--- config.mk ---
export PLATFORM = sky130hd
export DESIGN_NAME = stbs_ctrl
export DESIGN_NICKNAME = d
export VERILOG_FILES = /design/src/hdl/stbs_pkg.sv /design/src/hdl/stbs_ctrl.sv
export SDC_FILE = /design/constraint.sdc
export NUM_CORES = 1
export LEC_CHECK = 0
export BUFFER_PORTS_ARGS = -buffer_cell sky130_fd_sc_hd__buf_4
export CAP_MARGIN = 0
export CORE_AREA = 2 2 39 41
export CTS_CLUSTER_SIZE = 30
export DETAILED_ROUTE_END_ITERATION = 16
export DIE_AREA = 0 0 41 43
export GPL_TIMING_DRIVEN = 0
export PLACE_DENSITY_LB_ADDON = 0.3
export SLEW_MARGIN = 20
export SYNTH_ARGS = -nofsm -noshare
export SYNTH_HDL_FRONTEND = slang
export SYNTH_SLANG_ARGS = --single-unit
--- constraint.sdc ---
create_clock -name clk -period 1.64 [get_ports clk]
set_input_delay 0.164 -clock clk [delete_from_list [all_inputs] [get_ports clk]]
set_output_delay 0.164 -clock clk [all_outputs]
set_load 0.05 [all_outputs]
--- src/hdl/stbs_pkg.sv ---
// shared constants and control/status types for the sorted table search block
// no dependencies; imported by every module of the block
`timescale 1ns / 1ps

package stbs_pkg;

  // table geometry
  localparam int DEPTH  = 1024;
  localparam int ADDR_W = (DEPTH > 1) ? $clog2(DEPTH) : 1;
  localparam int CNT_W  = $clog2(DEPTH + 1);
  localparam int LR_W   = CNT_W + 1;
  localparam int DATA_W = 32;
  localparam int POS_W  = 11;
  localparam int FUNC_W = 2;

  // function codes of an input word
  localparam logic [FUNC_W-1:0] FUNC_CLEAR  = 2'd0;
  localparam logic [FUNC_W-1:0] FUNC_APPEND = 2'd1;
  localparam logic [FUNC_W-1:0] FUNC_SEARCH = 2'd2;

  // position reported when the key is absent
  localparam logic signed [POS_W-1:0] POS_NONE = '1;

  // controller to datapath commands
  typedef struct packed {
    logic clear;   // empty the table
    logic append;  // write value at the next free slot
    logic load;    // latch key and set up the search range
    logic probe;   // register midpoint and read the table there
    logic step;    // narrow the range after a mismatch
    logic hit;     // report the midpoint
    logic miss;    // report absent
  } cmd_t;

  // datapath to controller status
  typedef struct packed {
    logic empty;   // search range has run out
    logic eq;      // probed entry equals the key
  } sts_t;

endpackage

--- src/hdl/stbs_ctrl.sv ---
// controller: decodes input words and sequences the probes of a search
// depends on stbs_pkg
`timescale 1ns / 1ps

module stbs_ctrl (
  input  logic                          clk,
  input  logic                          rst_n,
  input  logic                          start,
  input  logic [stbs_pkg::FUNC_W-1:0]   in_func,
  input  stbs_pkg::sts_t                sts,
  output stbs_pkg::cmd_t                cmd,
  output logic                          busy,
  output logic                          out_valid
);
  import stbs_pkg::*;

  typedef enum logic [1:0] {
    S_IDLE,
    S_READ,
    S_CMP
  } state_t;

  state_t state_r, state_nxt;
  logic   valid_r, valid_nxt;

  // next state and commands
  always_comb begin
    state_nxt = state_r;
    valid_nxt = 1'b0;
    cmd       = '0;
    unique case (state_r)
      S_IDLE: begin
        if (start) begin
          unique case (in_func)
            FUNC_CLEAR:  cmd.clear  = 1'b1;
            FUNC_APPEND: cmd.append = 1'b1;
            FUNC_SEARCH: begin
              cmd.load  = 1'b1;
              state_nxt = S_READ;
            end
            default: ;
          endcase
        end
      end
      S_READ: begin
        if (sts.empty) begin
          cmd.miss  = 1'b1;
          valid_nxt = 1'b1;
          state_nxt = S_IDLE;
        end else begin
          cmd.probe = 1'b1;
          state_nxt = S_CMP;
        end
      end
      S_CMP: begin
        if (sts.eq) begin
          cmd.hit   = 1'b1;
          valid_nxt = 1'b1;
          state_nxt = S_IDLE;
        end else begin
          cmd.step  = 1'b1;
          state_nxt = S_READ;
        end
      end
      default: state_nxt = S_IDLE;
    endcase
  end

  // state and result strobe
  always_ff @(posedge clk) begin
    if (!rst_n) begin
      state_r <= S_IDLE;
      valid_r <= 1'b0;
    end else begin
      state_r <= state_nxt;
      valid_r <= valid_nxt;
    end
  end

  assign busy      = (state_r != S_IDLE);
  assign out_valid = valid_r;

endmodule

==> results.toml, run 1 <==
[setup_path]
cpMaxStageDelayCell = "dfxtp_1"
timing.critical_path.max_delay_family = "flip-flops"
worstPathBufferInverterCount = 2
path_depth = 5
r2r_start = "state_r[0]"
crit_arrival_ns = 1.37
crit_type = "reg2out"
crit_start = "state_r[1]"
startpoint_type = "flip-flop"
r2r_cells = 4
r2r_slack_ns = 0.44
cp_max_fo = 4
critPathCapture = "cmd[5]"
crit_required_ns = 1.48
crit_chain = "inv_1 > ha_1 > nand2_2 > nor3b_2 > buf_6"
rr_endpoint = "out_valid"
critPathMaxStageDelay_ns = 0.34
endpoint_kind = "output port"

[sta]
rsz0062_at_grt = "no"
finalClockSkew_ns = 0.00455
setup_violations = 0
fmax_mhz = 653
hold_viol = 0
finalMaxSlewViolations = 0
setup_tns_ns = 0
maxSlewHeadroom = 0.885
tightestPinTransition_ns = 0.172
period_minus_slack_ns = 1.53
min_period_over_period = 0.934
layout_setup_ws_ns = 0.107

[clocking]
cts_tree = "done"
cts_hold_buf = 0
cts_buffer_depth = 2
cts_buffers = 3
htreeDepth = 1
cts_root_buf = "clkbuf_4"
cts_num_sinks = 3
insertion_delay_ns = 0.23
clk_pin_slew_worst_paths_ns = 0.04

[logic_synthesis]
yosysSeqAreaShare = 0.240
avgSynthCellArea_um2 = 8.63
synthCells = 29
synth_cell_types = 14
synth_mux_area_frac = 0.0800
yosys.area_share.simple = 0.325
synth_fp_nets = 41
synth_fa_ha_area_frac = 0.250
synth_top_family_by_area = "simple AND/OR/NAND/NOR gates"
synth_xor_area_frac = 0
synth-compound-area-share = 0.0600
synth_warnings = 0
ys_seq_elements = 3
syn-cell-area_um2 = 250

[placement]
gp_congestion = 0.736
numPortBuffers = 15
place_ws_ns = 0.287
dp_cells = 60
hpwl_um = 500

[route]
num_vias = 257
wl_met2_um = 272
dr_wl_met3_um = 60
antenna_left = 0
top_layer = "met4"
drt_wl_total_um = 620
drt_first_iter_violations = 0
drt-pass1-iter-count = 1
wl_met1_um = 277
remaining_drc_errors = 0
wl_per_cell_um = 9.69
vias_per_cell = 4.02

[cells_and_area]
area_growth_syn_to_layout_pct = 73.0
drive_above_1_share = 0.500
n_fill_cell = 159
num_antenna_cells = 0
fin_util = 0.313
final_cell_count_no_fill = 64
final_nets = 61

[global_routing]
grt_max_degree = 5
track_usage = 0.0873
grt_overflow_total = 0
grt_first_pass_wirelength_mm = 1.02
antenna_found_initial = 0
grt_pass1_vias = 238

[min_path]
holdCritPathClass = "in2reg"

[status]
run_status = "complete, no violations"

[power]
p_leak_nw = 0.225
power_mw = 0.623
p_per_area_nw_per_um2 = 1440
peakVddDrop_mv = 0.514

[floorplan]
die_w_um = 41
core.rowCount = 14
io_pins = 16
die-area_um2 = 1760
start_util = 0.181
core_um2 = 1380
die_y_um = 43

[run]
cap_violations = 0
==> cells in the final DEF, fill, tap and decap left out <==
cell and count:
and2_1 2, and2b_1 1, buf_4 14, buf_6 1
clkbuf_1 1, clkbuf_4 3, dfxtp_1 3, ha_1 5
inv_1 3, mux2i_1 2, nand2_1 3, nand2_2 2
nand3b_1 1, nor2b_1 1, nor2b_2 1, nor3_2 1
nor3b_2 2, o211a_1 1, o21ai_0 1
==> final cells by class <==
| type | count | area [um^2] | share of cell area |
|---|---|---|---|
| multi-input cells | 23 | 199 | 0.460 |
| repair buffers | 15 | 116 | 0.269 |
| flip-flops and latches | 3 | 60.1 | 0.139 |
| clock buffers | 4 | 26.3 | 0.0607 |
| well taps | 16 | 20.0 | 0.0462 |
| inverters | 3 | 11.3 | 0.0260 |
==> timing repair <==
item / 4_1_cts / 5_1_grt
setup endpoints to repair: 0 / 1
resized for setup: 0 / 2
setup buffers: 0 / 0
==> cells by family after synthesis <==
logic type | after synthesis
AND/OR/NAND/NOR | 14
adder cells (fa/ha/maj) | 5
buffers and inverters | 3
flip-flops | 3
AO/OA/AOI/OAI | 2
multiplexers | 2
==> report_power, final <==
| part | leakage [nW] | switching (mW) | internal, mW | total [mW] |
|---|---|---|---|---|
| Clock | 0.0150 | 0.0391 | 0.0912 | 0.130 |
| Combinational | 0.186 | 0.250 | 0.131 | 0.381 |
| Sequential | 0.0244 | 0.0206 | 0.0910 | 0.112 |
==> metrics by stage <==
step	hold WS, ns	instance area (um^2)
after floorplan	0.297	268
after global placement	0.445	400
after detailed placement	0.446	400
after CTS	0.202	427
after global routing	0.203	433
final	0.202	433
==> cell usage after synthesis (all sizes together) <==
cell / number / area (um^2)
and2: 2 / 12.5
and2b: 1 / 7.51
dfxtp: 3 / 60.1
ha: 5 / 62.6
inv: 3 / 11.3
mux2i: 2 / 20.0
nand2: 5 / 21.3
nand3b: 1 / 7.51
nor2b: 2 / 12.5
nor3: 1 / 5.00
nor3b: 2 / 15.0
o211a: 1 / 10.0
o21ai: 1 / 5.00
==> routing by layer <==
metal / GRT usage / up-vias
li1: - / 132
met1: 0.106 / 110
met2: 0.131 / 13
met3: 0.0314 / 2
met4: 0.0400 / 0
met5: 0 / -
==> flip-flops by register name, indices dropped and copies added (netlist names) <==
register,flops
out_valid,1
state_r,2
==> worst min-delay path by stage <==
stage | startpoint | to | cells past startpoint
after floorplan | rst_n | out_valid | 1
final | rst_n | out_valid | 2
after CTS | rst_n | out_valid | 2
after detailed placement | rst_n | out_valid | 2
after global placement | rst_n | out_valid | 2
after global routing | rst_n | out_valid | 2
(Power assumes the default switching activity.)
==> run 2, diff against run 1 <==
--- a/config.mk
+++ b/config.mk
@@ -5,6 +5,7 @@
 export SDC_FILE = /design/constraint.sdc
 export NUM_CORES = 1
 export LEC_CHECK = 0
+export ABC_AREA = 1
 export BUFFER_PORTS_ARGS = -buffer_cell sky130_fd_sc_hd__buf_4
 export CAP_MARGIN = 0
 export CORE_AREA = 2 2 39 41
@@ -13,7 +14,6 @@
 export DIE_AREA = 0 0 41 43
 export GPL_TIMING_DRIVEN = 0
 export PLACE_DENSITY_LB_ADDON = 0.3
-export SLEW_MARGIN = 20
 export SYNTH_ARGS = -nofsm -noshare
 export SYNTH_HDL_FRONTEND = slang
 export SYNTH_SLANG_ARGS = --single-unit
==> run 2 against run 1 <==
- total power is 35% higher
- register-to-register slack better by 0.03 ns
- routed wire length is 4.4% higher
- global-route usage is 0.61 points higher
- largest cell class unchanged
- area after synthesis is 16% higher
- clock-buffer cell count stayed put
- first-iteration DRC count stayed put
==> results.toml, run 2 <==
[status]
run_status = "complete, no violations"

[setup_path]
endpoint_kind = "output port"
cp_max_fo = 4
r2r_cells = 8
rr_endpoint = "state_r[0]"
startpoint_type = "flip-flop"
r2r_start = "state_r[0]"
crit_start = "state_r[0]"
crit_required_ns = 1.48
crit_arrival_ns = 1.38
critPathCapture = "cmd[5]"
crit_type = "reg2out"
r2r_slack_ns = 0.47

[power]
p_per_area_nw_per_um2 = 1740
p_leak_nw = 0.294
combPwrFrac = 0.703
switching_power_mw = 0.460
seqPwrFrac = 0.145
swShare = 0.548
peakVddDrop_mv = 0.474
clkPwrFrac = 0.152
power.internal_mw = 0.379

[cells_and_area]
final_cell_mix = "nand2_1, buf_4, inv_1"
drive_above_1_share = 0.364
stdcell_area_um2 = 483
top_register = "state_r"
final_nets = 79
area_growth_syn_to_layout_pct = 66.4
num_antenna_cells = 0
largest_reg_flops = 2

[clocking]
insertion_delay_ns = 0.23
cts_resized = 1
cts_hold_buf = 0
htreeDepth = 1
cts_buffers = 3
cts_tree = "done"
cts_num_sinks = 3
clk_pin_slew_worst_paths_ns = 0.04
cts_buffer_depth = 2
cts_root_buf = "clkbuf_4"
cts_setup_buffers = 0

[sta]
finalClockSkew_ns = 0.00410
hold_viol = 0
finalMaxSlewViolations = 0
setup_tns_ns = 0
period_minus_slack_ns = 1.55
setup_violations = 0
tightestPinTransition_ns = 0.211
maxSlewHeadroom = 0.858
min_period_over_period = 0.943
fmax_mhz = 647
rsz0062_at_grt = "no"

[logic_synthesis]
synth_fp_nets = 59
yosysMostFrequentCell = "nand2_1"
dominantRegCellSynth = "dfxtp_1"
synth.top_cells.by_count = "nand2_1, inv_1, ha_1, nor2_1, dfxtp_1"
synthArstFlopShare = 0
synth_largest_area_cell = "ha_1"
synthCells = 47
netlist.area_leader.share = 0.216
synth_mux_area_frac = 0
synth_top_family_by_area = "simple AND/OR/NAND/NOR gates"
synth_fa_ha_area_frac = 0.216
synth_warnings = 0
avgSynthCellArea_um2 = 6.18
ys_seq_elements = 3
synth_cell_types = 10
syn-cell-area_um2 = 290
yosysSeqAreaShare = 0.207
synth_xor_area_frac = 0
synth-edff-count = 0
synthTopCellsByArea = "ha_1, dfxtp_1, nand2_1, inv_1, nand3_2"
synth-compound-area-share = 0.0172
yosys.area_share.simple = 0.392

[global_routing]
antenna_found_initial = 0
track_usage = 0.0934
grt_overflow_total = 0
grt_first_pass_wirelength_mm = 1.15
grt_max_degree = 7
grt_pass1_vias = 329

[route]
vias_per_cell = 3.98
wl_per_cell_um = 7.89
antenna_left = 0
drt_wl_total_um = 647
remaining_drc_errors = 0
num_vias = 326
drt-pass1-iter-count = 1
drt_first_iter_violations = 0

[floorplan]
core_um2 = 1380
core.rowCount = 14
io_pins = 16
die_y_um = 43
start_util = 0.210
die_w_um = 41
die-area_um2 = 1760

[run]
cap_violations = 0

[placement]
numPortBuffers = 15
gp_congestion = 0.704
hpwl_um = 580
place_area_um2 = 453

[min_path]
holdCritPathClass = "in2reg"
run 2: area by class of cell:
type                       count  area [um^2]
clock buffer                   4         26.3
fill                         161          901
inverter                      13         48.8
multi-input combinational     31          211
sequential                     3         60.1
tap                           16         20.0
timing repair buffer          15          116
run 2: routing by layer:
metal,track usage,vias up,part of all wire
met2,0.156,3,0.59
met3,0,0,0.017
met5,0,-,0
met1,0.0997,147,0.39
li1,-,176,-
met4,0.0800,0,0
run 2: kinds of logic (layout without fill, tap and decap cells):
logic type / count (synthesis) / after routing
adder cells (fa/ha/maj): 5 / 5
AND/OR/NAND/NOR: 25 / 25
buffers and inverters: 13 / 32
AO/OA/AOI/OAI: 1 / 1
flip-flops: 3 / 3
run 2: power groups by stage:
stage                     clock [mW]  combinational [mW]  sequential, mW
final                          0.128               0.590           0.121
after global routing           0.138               0.659           0.126
after CTS                      0.136               0.597           0.118
after detailed placement           0               0.595           0.119
after global placement             0               0.585           0.118
after floorplan                    0               0.435           0.130
run 2: worst max-delay path, cell delays in order (launching register included):
cell	delay, ns
dfxtp_1	0.32
inv_2	0.10
ha_1	0.15
inv_1	0.10
nor4_4	0.28
buf_6	0.19
run 2: metrics by stage:
step           worst slack, ns  std cells  utilization  hold slack [ns]  total power [mW]
3_5_place_dp             0.248         78        0.327            0.422             0.714
5_1_grt                0.00185         82        0.349            0.190             0.923
6_report                0.0938         82        0.349            0.183             0.839
3_3_place_gp             0.275         78        0.327            0.413             0.704
2_1_floorplan            0.129         47            -            0.285             0.564
4_1_cts                 0.0105         82        0.349            0.172             0.851
run 2: worst min path at each step:
stage / startpoint / end / slack [ns] / cells after the start
after floorplan: rst_n / state_r[1] / 0.28 / 2
after global placement: rst_n / state_r[1] / 0.41 / 3
after detailed placement: rst_n / state_r[1] / 0.42 / 3
after CTS: rst_n / state_r[1] / 0.17 / 3
after global routing: rst_n / state_r[1] / 0.19 / 3
final: rst_n / state_r[1] / 0.18 / 3
==> run 3, diff against run 2 <==
==> constraint.sdc (replaced) <==
create_clock -name clk -period 1.6 [get_ports clk]
set_input_delay 0.16 -clock clk [delete_from_list [all_inputs] [get_ports clk]]
set_output_delay 0.16 -clock clk [all_outputs]
set_load 0.05 [all_outputs]
==> run 3 against run 2 <==
- clock skew fell by 0.00068 ns
- combinational power rose by 8.8%
- clock-buffer cell count did not move
- design area rose by 3.6%
- non-clock buffer count rose by 2
- total power rose by 7.0%
- utilization rose by 1.3 points
- via count rose by 2.5%
- first-iteration DRC count did not move
- sequential cell count did not move
- sequential share of layout area fell by 0.44 points
- critical path type unchanged
- routed wire length rose by 3.4%
==> results.toml, run 3 (synthesis gave the netlist of run 2 again) <==
[global_routing]
grt_first_pass_wirelength_mm = 1.15
track_usage = 0.0934
grt_max_degree = 7
antenna_found_initial = 0
grt_pass1_vias = 329
grt_overflow_total = 0

[cells_and_area]
final_cell_mix = "buf_4, nand2_1, inv_1"
top_register = "state_r"
n_fill_cell = 158
final_nets = 81
area_growth_syn_to_layout_pct = 72.4
final_common_cell = "buf_4"
largest_reg_flops = 2
num_antenna_cells = 0
regArea_um2 = 60.1
drive_above_1_share = 0.412
stdcell_area_um2 = 500
multi_input_area_um2 = 214

[floorplan]
die_y_um = 43
core_um2 = 1380
die-area_um2 = 1760
core.rowCount = 14
die_w_um = 41
start_util = 0.210
io_pins = 16

[sta]
setup_violations = 0
hold_viol = 0
fmax_mhz = 661
finalClockSkew_ns = 0.00342
finalMaxSlewViolations = 0
rsz0062_at_grt = "no"
period_minus_slack_ns = 1.51
tightestPinTransition_ns = 0.211
maxSlewHeadroom = 0.858
setup_tns_ns = 0
min_period_over_period = 0.945

[setup_path]
r2r_cells = 7
timing.critical_path.max_delay_family = "buffers and inverters"
cpMaxStageDelayCell = "dfxtp_1"
crit_type = "reg2out"
crit_required_ns = 1.44
endpoint_kind = "output port"
cpMostUsedCell = "inv_2"
crit_chain = "inv_2 > ha_2 > inv_2 > nor4_4 > buf_6"
critPathMaxStageDelay_ns = 0.33
crit_arrival_ns = 1.35
rr_endpoint = "state_r[1]"
r2r_start = "state_r[0]"
worstPathBufferInverterCount = 3
r2r_slack_ns = 0.38
startpoint_type = "flip-flop"
cp_max_fo = 4

[power]
peakVddDrop_mv = 0.488
p_per_area_nw_per_um2 = 1790
power_mw = 0.898
p_leak_nw = 0.300

[clocking]
htreeDepth = 1
cts_buffer_depth = 2
insertion_delay_ns = 0.23
cts_root_buf = "clkbuf_4"
cts_hold_buf = 0
clk_pin_slew_worst_paths_ns = 0.04
cts_buffers = 3
cts_tree = "done"
cts_num_sinks = 3

[min_path]
hold_end = "state_r[1]"
hold_start = "rst_n"
holdCritPathClass = "in2reg"
hold_depth = 3

[route]
drt_first_iter_violations = 0
remaining_drc_errors = 0
drt_wl_total_um = 669
antenna_left = 0
num_vias = 334
vias_per_cell = 3.98
wl_per_cell_um = 7.96
drt-pass1-iter-count = 1

[status]
run_status = "complete, no violations"

[placement]
hpwl_um = 580
place_area_um2 = 453
numPortBuffers = 15
gp_congestion = 0.704

[run]
cap_violations = 0
[run 3: cell count changes in the layout (fill, tap and decap cells not counted), sizes merged]
cell	delta
buf	+2
[run 3: area by class of cell]
| cell class | instances | area share |
|---|---|---|
| clock buffers | 4 | 0.0525 |
| inverters | 13 | 0.0975 |
| multi-input cells | 31 | 0.427 |
| flip-flops and latches | 3 | 0.120 |
| well taps | 16 | 0.0400 |
| repair buffers | 17 | 0.263 |
[run 3: worst max path at each step]
stage,from,cells after the start,endpoint,slack (ns)
after floorplan,state_r[0],4,cmd[4],0.09
after global placement,state_r[0],5,cmd[5],0.24
after detailed placement,state_r[0],5,cmd[5],0.21
after CTS,state_r[0],5,cmd[5],0.03
after global routing,state_r[1],5,cmd[5],0.008
final,state_r[1],5,cmd[5],0.09
[run 3: power by group]
group	total [mW]	internal [mW]	switching [mW]
Combinational	0.642	0.220	0.422
Sequential	0.125	0.102	0.0222
Clock	0.131	0.0933	0.0376
[run 3: per-layer routing]
layer	share of wire	track usage	up-vias
li1	-	-	180
met1	0.39	0.0997	151
met2	0.59	0.156	3
met3	0.016	0	0
met4	0	0.0800	0
met5	0	0	-
[run 3: tightest hold or removal path: cells and delay by family]
family / cells / cell delay (ns)
buffers and inverters: 1 / 0.09
and+or+nand+nor: 2 / 0.12
[run 3: repair_timing]
action                                  in CTS  in global routing
gates resized for setup                      3                  2
endpoints found under the hold margin        0                  0
endpoints found under the setup margin       2                  2
pin swaps                                    0                  0
buffers inserted                             0                  2
[run 3: per-stage QoR]
step                      cells   util  setup slack (ns)  hold WS, ns
final                        84  0.362            0.0874        0.178
after global routing         84  0.362           0.00790        0.185
after CTS                    82  0.349            0.0324        0.168
after detailed placement     78  0.327             0.212        0.418
after global placement       78  0.327             0.239        0.409
after floorplan              47      -            0.0929        0.281
